--- config.mk ---
export PLATFORM = sky130hd
export DESIGN_NAME = ir_pulse_distance_learner_flat
export DESIGN_NICKNAME = d
export VERILOG_FILES = /design/src/design/ipdl_pkg.sv /design/src/design/ipdl_req_if.sv /design/src/design/ipdl_rsp_if.sv /design/src/design/ir_pulse_distance_learner.sv /design/src/flat_wrapper.sv
export VERILOG_INCLUDE_DIRS = /design/src /design/src/design
export SDC_FILE = /design/constraint.sdc
export NUM_CORES = 1
export LEC_CHECK = 0
export CAP_MARGIN = 10
export CELL_PAD_IN_SITES_DETAIL_PLACEMENT = 0
export CELL_PAD_IN_SITES_GLOBAL_PLACEMENT = 1
export CORE_UTILIZATION = 25
export CTS_CLUSTER_SIZE = 8
export DETAILED_ROUTE_END_ITERATION = 16
export DONT_BUFFER_PORTS = 1
export GPL_TIMING_DRIVEN = 0
export PLACE_DENSITY_LB_ADDON = 0.1
export SYNTH_ARGS = -nofsm -noshare
export SYNTH_HDL_FRONTEND = slang
export SYNTH_SLANG_ARGS = --single-unit
--- constraint.sdc ---
create_clock -name clock -period 6.2 [get_ports clock]
set_input_delay 1.24 -clock clock [delete_from_list [all_inputs] [get_ports clock]]
set_output_delay 1.24 -clock clock [all_outputs]
set_load 0.005 [all_outputs]
--- src/design/ir_pulse_distance_learner_defines.svh ---
// assertion macros for the ir pulse distance learner
`ifndef IR_PULSE_DISTANCE_LEARNER_DEFINES_SVH
`define IR_PULSE_DISTANCE_LEARNER_DEFINES_SVH

// clocked check that is off while reset is high
`define IPDL_ASSERT(label, prop, msg) \
   label: assert property (@(posedge clock) disable iff (reset) prop) else $error(msg);

// clocked check that also holds during reset
`define IPDL_ASSERT_ALWAYS(label, prop, msg) \
   label: assert property (@(posedge clock) prop) else $error(msg);

`endif

--- src/design/ipdl_pkg.sv ---
// shared types, codes, constants and helpers for the ir pulse distance learner
package ipdl_pkg;

   localparam int IPDL_PATTERN_BYTES = 16;
   localparam int IPDL_COARSE_DIVIDE = 8;

   localparam logic [7:0] LEADER_MIN_RESET    = 8'd40;
   localparam logic [7:0] ONE_THRESHOLD_RESET = 8'd100;
   localparam logic [7:0] SPACE_TIMEOUT_RESET = 8'd240;
   localparam logic [7:0] COUNT_MAX           = 8'hFF;

   typedef enum logic [1:0] {
      ACT_TICK  = 2'd0,
      ACT_START = 2'd1,
      ACT_READ  = 2'd2,
      ACT_NOP   = 2'd3
   } action_type;

   typedef enum logic [1:0] {
      CSR_LEADER_MIN     = 2'd0,
      CSR_ONE_THRESHOLD  = 2'd1,
      CSR_SPACE_TIMEOUT  = 2'd2
   } csr_index_type;

   typedef struct packed {
      logic [1:0] action;
      logic       ir_level;
      logic [3:0] read_index;
   } req_payload_type;

   typedef struct packed {
      logic       busy_res;
      logic       done_res;
      logic [4:0] byte_count;
      logic [7:0] leader_mark;
      logic [7:0] leader_space;
      logic [7:0] mark_mid;
      logic [7:0] one_space_mid;
      logic [7:0] zero_space_mid;
      logic [7:0] read_data;
   } rsp_payload_type;

   function automatic logic [7:0] sat_inc(input logic [7:0] v);
      return (v == COUNT_MAX) ? v : v + 8'd1;
   endfunction

   function automatic logic [7:0] half_sum(input logic [7:0] mx, input logic [7:0] mn);
      return {1'b0, mx[7:1]} + {1'b0, mn[7:1]};
   endfunction

endpackage

--- src/design/ipdl_req_if.sv ---
// request channel: command and sample beats into the learner
interface ipdl_req_if import ipdl_pkg::*; ();
   logic            valid;
   logic            ready;
   req_payload_type payload;

   modport source (output valid, output payload, input ready);
   modport sink   (input valid, input payload, output ready);
endinterface

--- src/design/ipdl_rsp_if.sv ---
// response channel: status and read beats out of the learner
interface ipdl_rsp_if import ipdl_pkg::*; ();
   logic            valid;
   logic            ready;
   rsp_payload_type payload;

   modport source (output valid, output payload, input ready);
   modport sink   (input valid, input payload, output ready);
endinterface

--- src/design/ir_pulse_distance_learner.sv ---
// ir pulse distance learner: leader and bit timing capture with a pattern byte store
//
// req_bus carries one beat per sample tick, start command or byte read; every
// request beat yields exactly one rsp_bus beat with the status and timing after
// that beat, plus the stored byte for a read (zero otherwise).
// the response register and the registered store read are loaded on the edge that
// takes the request. one request beat per cycle is taken as long as the response
// register is empty or drained in the same cycle, so the sustained rate is one
// beat per clock.
// the pattern store is a PATTERN_BYTES x 8 synchronous memory, written when a byte
// completes and read by read beats; it is not cleared. the user must read a byte
// only after it has been captured; the block itself does not enforce this.
// csr_wr_en writes register csr_index (0 leader minimum, 1 one-space threshold,
// 2 space timeout) on any edge; write only while no beat is in flight.
// synchronous reset returns to idle with counters cleared, trackers at their
// empty values and the register defaults; the store keeps its contents.
// when rsp_bus.ready is low the response holds and req_bus.ready drops until the
// waiting beat is taken.
`include "ir_pulse_distance_learner_defines.svh"

module ir_pulse_distance_learner import ipdl_pkg::*; #(
   parameter int PATTERN_BYTES = IPDL_PATTERN_BYTES,
   parameter int COARSE_DIVIDE = IPDL_COARSE_DIVIDE
) (
   input  logic         clock,
   input  logic         reset,
   ipdl_req_if.sink     req_bus,
   ipdl_rsp_if.source   rsp_bus,
   input  logic         csr_wr_en,
   input  logic [1:0]   csr_index,
   input  logic [7:0]   csr_wdata
);

   localparam int ADDR_W = (PATTERN_BYTES > 1) ? $clog2(PATTERN_BYTES) : 1;
   localparam int BPOS_W = $clog2(PATTERN_BYTES + 1);
   localparam int PS_W   = (COARSE_DIVIDE > 1) ? $clog2(COARSE_DIVIDE) : 1;
   localparam logic [PS_W:0]       DIV_VAL = (PS_W + 1)'(COARSE_DIVIDE);
   localparam logic [BPOS_W-1:0]   PB_VAL  = BPOS_W'(PATTERN_BYTES);
   localparam logic [ADDR_W+4:0]   PB_WIDE = (ADDR_W + 5)'(PATTERN_BYTES);

   typedef enum logic [2:0] {
      PH_IDLE,
      PH_WAIT,
      PH_LMARK,
      PH_LSPACE,
      PH_BMARK,
      PH_BSPACE,
      PH_DONE
   } phase_type;

   function automatic logic [PS_W+7:0] coarse_step(input logic [PS_W-1:0] ps,
                                                   input logic [7:0] tc);
      logic [PS_W:0] nxt;
      nxt = {1'b0, ps} + 1'b1;
      if (nxt >= DIV_VAL) return {{PS_W{1'b0}}, sat_inc(tc)};
      else return {nxt[PS_W-1:0], tc};
   endfunction

   // state registers
   phase_type         phase_ff, phase_in;
   logic [7:0]        tc_ff, tc_in;
   logic [PS_W-1:0]   ps_ff, ps_in;
   logic [7:0]        leader_mark_ff, leader_mark_in;
   logic [7:0]        leader_space_ff, leader_space_in;
   logic [BPOS_W-1:0] byte_pos_ff, byte_pos_in;
   logic [2:0]        bit_pos_ff, bit_pos_in;
   logic [7:0]        shift_byte_ff, shift_byte_in;
   logic [7:0]        mark_max_ff, mark_max_in, mark_min_ff, mark_min_in;
   logic [7:0]        one_max_ff, one_max_in, one_min_ff, one_min_in;
   logic [7:0]        zero_max_ff, zero_max_in, zero_min_ff, zero_min_in;
   logic [7:0]        leader_min_ff, leader_min_in;
   logic [7:0]        one_thr_ff, one_thr_in;
   logic [7:0]        timeout_ff, timeout_in;

   // response stage
   logic              rsp_valid_ff;
   rsp_payload_type   rsp_data_ff, rsp_in;
   logic              rd_sel_ff, rd_sel_in;
   logic [7:0]        rd_data_ff;

   // pattern store
   logic [7:0]        store_mem [PATTERN_BYTES];
   logic              mem_we, mem_re;
   logic [7:0]        mem_wdata;
   logic [ADDR_W-1:0] wr_addr, rd_addr;
   logic [ADDR_W+BPOS_W-1:0] wa_wide;
   logic [ADDR_W+4:0] ri_wide;
   logic [BPOS_W+4:0] bc_wide;

   logic              req_fire;
   logic              level;
   logic              one_bit;
   logic [7:0]        tc_sat;
   logic [7:0]        shift_next;
   logic [BPOS_W-1:0] bpos_inc;
   logic [PS_W+7:0]   coarse_cont, coarse_new;

   assign req_bus.ready = !rsp_valid_ff || rsp_bus.ready;
   assign req_fire      = req_bus.valid && req_bus.ready;
   assign level         = req_bus.payload.ir_level;

   assign wa_wide = {{ADDR_W{1'b0}}, byte_pos_ff};
   assign wr_addr = wa_wide[ADDR_W-1:0];
   assign ri_wide = {{(ADDR_W + 1){1'b0}}, req_bus.payload.read_index};
   assign rd_addr = ri_wide[ADDR_W-1:0];

   always_comb begin
      phase_in        = phase_ff;
      tc_in           = tc_ff;
      ps_in           = ps_ff;
      leader_mark_in  = leader_mark_ff;
      leader_space_in = leader_space_ff;
      byte_pos_in     = byte_pos_ff;
      bit_pos_in      = bit_pos_ff;
      shift_byte_in   = shift_byte_ff;
      mark_max_in     = mark_max_ff;
      mark_min_in     = mark_min_ff;
      one_max_in      = one_max_ff;
      one_min_in      = one_min_ff;
      zero_max_in     = zero_max_ff;
      zero_min_in     = zero_min_ff;
      leader_min_in   = leader_min_ff;
      one_thr_in      = one_thr_ff;
      timeout_in      = timeout_ff;
      mem_we          = 1'b0;
      mem_re          = 1'b0;
      rd_sel_in       = 1'b0;

      one_bit     = tc_ff > one_thr_ff;
      tc_sat      = sat_inc(tc_ff);
      shift_next  = {shift_byte_ff[6:0], one_bit};
      mem_wdata   = shift_next;
      bpos_inc    = byte_pos_ff + 1'b1;
      coarse_cont = coarse_step(ps_ff, tc_ff);
      coarse_new  = coarse_step('0, 8'd0);

      if (csr_wr_en) begin
         case (csr_index)
            CSR_LEADER_MIN:    leader_min_in = csr_wdata;
            CSR_ONE_THRESHOLD: one_thr_in    = csr_wdata;
            CSR_SPACE_TIMEOUT: timeout_in    = csr_wdata;
            default: ;
         endcase
      end

      if (req_fire) begin
         unique case (req_bus.payload.action)
            ACT_TICK: begin
               unique case (phase_ff)
                  PH_WAIT: begin
                     if (level) begin
                        tc_in = 8'd0;
                        ps_in = '0;
                     end else begin
                        {ps_in, tc_in} = coarse_cont;
                        if (coarse_cont[7:0] >= leader_min_ff) phase_in = PH_LMARK;
                     end
                  end
                  PH_LMARK: begin
                     if (!level) begin
                        {ps_in, tc_in} = coarse_cont;
                     end else begin
                        leader_mark_in = tc_ff;
                        {ps_in, tc_in} = coarse_new;
                        phase_in       = PH_LSPACE;
                     end
                  end
                  PH_LSPACE: begin
                     if (level) begin
                        {ps_in, tc_in} = coarse_cont;
                     end else begin
                        leader_space_in = tc_ff;
                        tc_in           = 8'd1;
                        ps_in           = '0;
                        phase_in        = PH_BMARK;
                     end
                  end
                  PH_BMARK: begin
                     if (!level) begin
                        tc_in = tc_sat;
                     end else begin
                        // min and max updated independently
                        if (tc_ff > mark_max_ff) mark_max_in = tc_ff;
                        if (tc_ff < mark_min_ff) mark_min_in = tc_ff;
                        tc_in    = 8'd1;
                        ps_in    = '0;
                        phase_in = (8'd1 >= timeout_ff) ? PH_DONE : PH_BSPACE;
                     end
                  end
                  PH_BSPACE: begin
                     if (level) begin
                        tc_in = tc_sat;
                        if (tc_sat >= timeout_ff) phase_in = PH_DONE;
                     end else if (tc_ff >= timeout_ff) begin
                        phase_in = PH_DONE;
                     end else begin
                        shift_byte_in = shift_next;
                        if (one_bit) begin
                           if (tc_ff > one_max_ff) one_max_in = tc_ff;
                           if (tc_ff < one_min_ff) one_min_in = tc_ff;
                        end else begin
                           if (tc_ff > zero_max_ff) zero_max_in = tc_ff;
                           if (tc_ff < zero_min_ff) zero_min_in = tc_ff;
                        end
                        bit_pos_in = bit_pos_ff + 3'd1;
                        tc_in      = 8'd1;
                        ps_in      = '0;
                        phase_in   = PH_BMARK;
                        if (bit_pos_ff == 3'd7) begin
                           // byte complete: write it back to the store
                           mem_we        = byte_pos_ff < PB_VAL;
                           byte_pos_in   = bpos_inc;
                           bit_pos_in    = 3'd0;
                           shift_byte_in = 8'd0;
                           if (bpos_inc >= PB_VAL) phase_in = PH_DONE;
                        end
                     end
                  end
                  PH_IDLE, PH_DONE: ;
                  default: ;
               endcase
            end
            ACT_START: begin
               phase_in        = PH_WAIT;
               tc_in           = 8'd0;
               ps_in           = '0;
               leader_mark_in  = 8'd0;
               leader_space_in = 8'd0;
               byte_pos_in     = '0;
               bit_pos_in      = 3'd0;
               shift_byte_in   = 8'd0;
               mark_max_in     = 8'd0;
               mark_min_in     = COUNT_MAX;
               one_max_in      = 8'd0;
               one_min_in      = COUNT_MAX;
               zero_max_in     = 8'd0;
               zero_min_in     = COUNT_MAX;
            end
            ACT_READ: begin
               mem_re    = 1'b1;
               rd_sel_in = ri_wide < PB_WIDE;
            end
            ACT_NOP: ;
         endcase
      end

      bc_wide               = {5'd0, byte_pos_in};
      rsp_in.busy_res       = (phase_in != PH_IDLE) && (phase_in != PH_DONE);
      rsp_in.done_res       = phase_in == PH_DONE;
      rsp_in.byte_count     = bc_wide[4:0];
      rsp_in.leader_mark    = leader_mark_in;
      rsp_in.leader_space   = leader_space_in;
      rsp_in.mark_mid       = half_sum(mark_max_in, mark_min_in);
      rsp_in.one_space_mid  = half_sum(one_max_in, one_min_in);
      rsp_in.zero_space_mid = half_sum(zero_max_in, zero_min_in);
      rsp_in.read_data      = 8'd0;
   end

   always_ff @(posedge clock) begin
      if (reset) begin
         phase_ff        <= PH_IDLE;
         tc_ff           <= 8'd0;
         ps_ff           <= '0;
         leader_mark_ff  <= 8'd0;
         leader_space_ff <= 8'd0;
         byte_pos_ff     <= '0;
         bit_pos_ff      <= 3'd0;
         shift_byte_ff   <= 8'd0;
         mark_max_ff     <= 8'd0;
         mark_min_ff     <= COUNT_MAX;
         one_max_ff      <= 8'd0;
         one_min_ff      <= COUNT_MAX;
         zero_max_ff     <= 8'd0;
         zero_min_ff     <= COUNT_MAX;
         leader_min_ff   <= LEADER_MIN_RESET;
         one_thr_ff      <= ONE_THRESHOLD_RESET;
         timeout_ff      <= SPACE_TIMEOUT_RESET;
         rsp_valid_ff    <= 1'b0;
      end else begin
         phase_ff        <= phase_in;
         tc_ff           <= tc_in;
         ps_ff           <= ps_in;
         leader_mark_ff  <= leader_mark_in;
         leader_space_ff <= leader_space_in;
         byte_pos_ff     <= byte_pos_in;
         bit_pos_ff      <= bit_pos_in;
         shift_byte_ff   <= shift_byte_in;
         mark_max_ff     <= mark_max_in;
         mark_min_ff     <= mark_min_in;
         one_max_ff      <= one_max_in;
         one_min_ff      <= one_min_in;
         zero_max_ff     <= zero_max_in;
         zero_min_ff     <= zero_min_in;
         leader_min_ff   <= leader_min_in;
         one_thr_ff      <= one_thr_in;
         timeout_ff      <= timeout_in;
         rsp_valid_ff    <= req_fire || (rsp_valid_ff && !rsp_bus.ready);
      end
      if (req_fire) begin
         rsp_data_ff <= rsp_in;
         rd_sel_ff   <= rd_sel_in;
      end
   end

   // write and read never come from the same beat, and a write lands before
   // the next beat can read, so no forwarding path is needed
   always_ff @(posedge clock) begin
      if (mem_we) store_mem[wr_addr] <= mem_wdata;
      if (mem_re) rd_data_ff <= store_mem[rd_addr];
   end

   assign rsp_bus.valid = rsp_valid_ff;

   always_comb begin
      rsp_bus.payload           = rsp_data_ff;
      rsp_bus.payload.read_data = rd_sel_ff ? rd_data_ff : 8'd0;
   end

   `IPDL_ASSERT(a_write_in_bit_space, mem_we |-> (phase_ff == PH_BSPACE && req_fire), "store write outside a bit space")
   `IPDL_ASSERT(a_fire_gives_beat, req_fire |=> rsp_valid_ff, "accepted beat left no response")
   `IPDL_ASSERT(a_start_rearms, (req_fire && req_bus.payload.action == ACT_START) |=> (phase_ff == PH_WAIT && byte_pos_ff == '0), "start did not rearm the capture")
   `IPDL_ASSERT(a_byte_pos_bound, byte_pos_ff <= PB_VAL, "byte position past the store")

endmodule

--- src/flat_wrapper.sv ---
// flat-port wrapper written by rule: the top's interface ports become plain ports
module ir_pulse_distance_learner_flat import ipdl_pkg::*;
#(
   parameter int PATTERN_BYTES = IPDL_PATTERN_BYTES,
   parameter int COARSE_DIVIDE = IPDL_COARSE_DIVIDE
)
  (clock, reset, csr_wr_en, csr_index, csr_wdata, req_bus_valid, req_bus_payload, req_bus_ready, rsp_bus_valid, rsp_bus_payload, rsp_bus_ready);
  ipdl_req_if req_bus_i ();
  ipdl_rsp_if rsp_bus_i ();
  input  logic clock;
  input  logic reset;
  input  logic csr_wr_en;
  input  logic [1:0] csr_index;
  input  logic [7:0] csr_wdata;
  input wire logic [$bits(req_bus_i.valid)-1:0] req_bus_valid;
  input wire logic [$bits(req_bus_i.payload)-1:0] req_bus_payload;
  output wire logic [$bits(req_bus_i.ready)-1:0] req_bus_ready;
  output wire logic [$bits(rsp_bus_i.valid)-1:0] rsp_bus_valid;
  output wire logic [$bits(rsp_bus_i.payload)-1:0] rsp_bus_payload;
  input wire logic [$bits(rsp_bus_i.ready)-1:0] rsp_bus_ready;
  assign req_bus_i.valid = req_bus_valid;
  assign req_bus_i.payload = req_bus_payload;
  assign req_bus_ready = req_bus_i.ready;
  assign rsp_bus_valid = rsp_bus_i.valid;
  assign rsp_bus_payload = rsp_bus_i.payload;
  assign rsp_bus_i.ready = rsp_bus_ready;
  ir_pulse_distance_learner #(.PATTERN_BYTES(PATTERN_BYTES), .COARSE_DIVIDE(COARSE_DIVIDE)) u_core (.clock(clock), .reset(reset), .req_bus(req_bus_i), .rsp_bus(rsp_bus_i), .csr_wr_en(csr_wr_en), .csr_index(csr_index), .csr_wdata(csr_wdata));
endmodule
==> summary.md <==
| Metric | Value |
|---|---|
| Via/cell ratio | 4.74 |
| Worst-path clk slew | around 0.050 ns |
| Layout cells sized above 1 | roughly 11% |
| TritonCTS clock tree | done |
| Iteration-0 DRC Markers | 600 |
| #FFs+latches synth | 302 |
| EDFF count, synth | roughly 180 |
| Num rows | 89 |
| Max Fclk | just under 0.2 GHz |
| Met1 usage | roughly 22% |
| Die height | 248 um |
| Leakage | 6.63 nW |
| Starting Density | about 25% |
| CTS sink count | roughly 300 |
| Critical path class | reg2reg |
| GRT overflow | 0 |
| P&R area growth vs syn | 15.7% |
| Hpwl dp | 34500 um |
| GRT busiest layer | met2 |
| Reg with most FFs | u_core.store_mem |
| Clock Path Buffers | 3 |
| Commonest non-fill, non-tap cell in the layout | edfxtp_1 |
| Clock Skew | about 0.037 ns |
| Vias | 10200 |
| Vias in the first global route | 10400 |
| Most frequent cells in the layout | edfxtp_1, dfxtp_1, ha_1 |
| Setup bufs post-CTS | 0 |
| Max reg flops | about 130 |
| First-pass GRT wire length | between 70000 and 80000 um |
| Syn_nets | 1431 |
| Final Util | between 20% and 30% |
| Worst-path fanout max | 23 |
| Syn. warnings | 0 |
| IO Pins | a little under 80 |
| Syn Area/Cell | approximately 12 um2 |
| Cell Area, Synth | 0.0151 mm2 |
| Max Slew Vio Count | 0 |
| Hold_sp | u_core.bit_pos_ff[2] |
| Status | finished, final reports clean |
| RSZ-0062 raised after global routing | no |
| Fin nets | between 1000 and 1500 |
| Sequential share of the synthesized area | between 50% and 60% |
| DR DRC count | 0 |
| Hold Buf Count CTS | 0 |
| Maximum vdd drop | about 200 uV |
| Critical Path Start | u_core.tc_ff[0] |
| FFs w/ async S/R, synth | 0% |
| Relative slew slack | about 28% |
| GR Util met3 | under 10% |
| WP data arrival | approximately 5.5 ns |
| Met2 Track Usage GR | roughly a quarter |
| Total die area | 0.0615 mm2 |
| Worst R2R Start | u_core.tc_ff[0] |
| Root buf cell | clkbuf_16 |
| Hold WC Path Type | reg2reg |
| Worst path required time | 6.51 ns |
| Reg area | between 0.007 and 0.008 mm2 |
| GRT Total Usage | about 16% |
| Worst hold-check slack | 0.459 ns |
| Number of I/O port buffers | 0 |
| Largest net degree at the start of global routing | 37 |
| Area occupied by multi-input gates | 0.00659 mm2 |
| Max_cap viols | 0 |
| Fin crit share | 83.2% |
| Tmin final | approximately 5.2 ns |
| Core area | just under 0.06 mm2 |
| Final Hold Fails | 0 |
| Initial antenna violation count | 3 |
| Routed wire per std cell | around 22 um |
| Die X | between 200 and 250 um |
| Synth cell types | between 70 and 80 |
| Cell Pwr Density | 267 mW/mm2 |
| Post-CTS sizing | 0 |
| Clk Latency, worst-skew pair | just under 0.6 ns |
| Most used DFF post-synth | edfxtp_1 |
| Actual slew at the worst max-slew pin | 1.08 ns |
| Post-detailed-routing wire length | 47800 um |
| Routed Antenna Nets | 0 |
| GP Congestion | about 0.76 |
| TritonCTS Buffers | 45 |
| Crit end category | register |
| Critical Path Source Type | register |
| CTS HTree Levels | 2 |
| Total of fill cells in the finished design | between 6000 and 7000 |
| Syn Inst Count | between 1000 and 1500 |
| Pre-antenna DRT Iters | 5 |
| Fin Setup TNS | 0 ns |
| Setup-failing EPs final | 0 |
-- metal layers --
layer	part of all wire [%]	wire length, um
met1	48	23100
met2	46	21800
met3	3.7	1750
met4	2.5	1170
met5	0	0
-- where the power goes --
| part | internal, mW | leakage [nW] | switching, mW |
|---|---|---|---|
| Clock | 1.41 | 0.647 | 0.956 |
| Combinational | 0.0489 | 3.28 | 0.113 |
| Sequential | 2.13 | 2.70 | 0.0104 |
| Total | 3.59 | 6.63 | 1.08 |
-- synth_stat cells, drive strengths merged (8+ instances only) --
library cell / count / area (um2)
and3: 11 / 73.8
o22ai: 23 / 144
inv: 100 / 375
nand4: 13 / 81.3
nor2: 69 / 279
a211oi: 8 / 65.1
mux4: 40 / 901
o21bai: 8 / 60.1
o21a: 10 / 75.1
ha: 106 / 1330
a22o: 25 / 219
o22a: 23 / 201
nor2b: 17 / 109
nand3: 25 / 130
o21ai: 45 / 233
xnor2: 20 / 175
and2: 56 / 350
buf: 28 / 150
nor3: 18 / 105
nand2: 84 / 318
edfxtp: 184 / 5530
dfxtp: 118 / 2360
clkbuf: 34 / 128
or2: 16 / 100
a21oi: 73 / 365
nand2b: 18 / 123
mux2i: 19 / 190
a21o: 19 / 143
-- final timing paths --
check | end | slack, ns | cells past startpoint
setup / recovery | u_core.rsp_bus.payload[22] | 1.04 | 22
hold reg to reg | u_core.bit_pos_ff[2] | 0.46 | 2
setup reg to reg | u_core.rsp_bus.payload[22] | 1.04 | 22
hold / removal | u_core.bit_pos_ff[2] | 0.46 | 2
-- logic make-up after synthesis --
logic type | Yosys count | synth area share [%]
XOR/XNOR | 24 | 1.39
adder cells (fa/ha/maj) | 109 | 9.16
buffers and inverters | 162 | 4.32
flip-flops | 302 | 52.1
AND/OR/NAND/NOR | 350 | 12.2
AO/OA/AOI/OAI | 294 | 13.6
multiplexers | 59 | 7.21
-- critical path: stages, from the launching register on --
cell and delay [ns]:
dfxtp_1 0.36, buf_2 0.34, inv_1 0.33, ha_1 0.29, nor2b_1 0.12, o21a_1 0.12, o21ai_0 0.07, a211oi_1 0.40
nor2_2 0.16, inv_2 0.46, and2_1 0.23, nand2_1 0.11, clkbuf_1 0.26, o22ai_1 0.23, ha_1 0.22, inv_1 0.06
fa_1 0.39, inv_1 0.07, a21oi_1 0.07, o21bai_1 0.23, a21o_1 0.17, a21oi_1 0.07, xnor2_1 0.13
-- layout make-up --
type                    count  share of cell area, %
flip-flops and latches    302                   45.0
multi-input cells         836                   37.7
clock buffers              78                   7.32
diodes                      1                 0.0143
inverters                 100                   2.14
plain buffers              62                   1.59
well taps                 773                   5.52
clock inverters             5                  0.529
repair buffers              3                  0.186
-- through the flow --
step,setup WS [ns],area (um2),power (mW),instances
global route,0.619,17500,4.85,2159
CTS,0.940,17500,4.76,2159
floorplan,2.02,15100,2.29,1300
detailed placement,0.975,16100,2.35,2076
global placement,0.926,16100,2.35,2073
finish,1.04,17500,4.67,2160
Power figures use the tool's default switching activity.
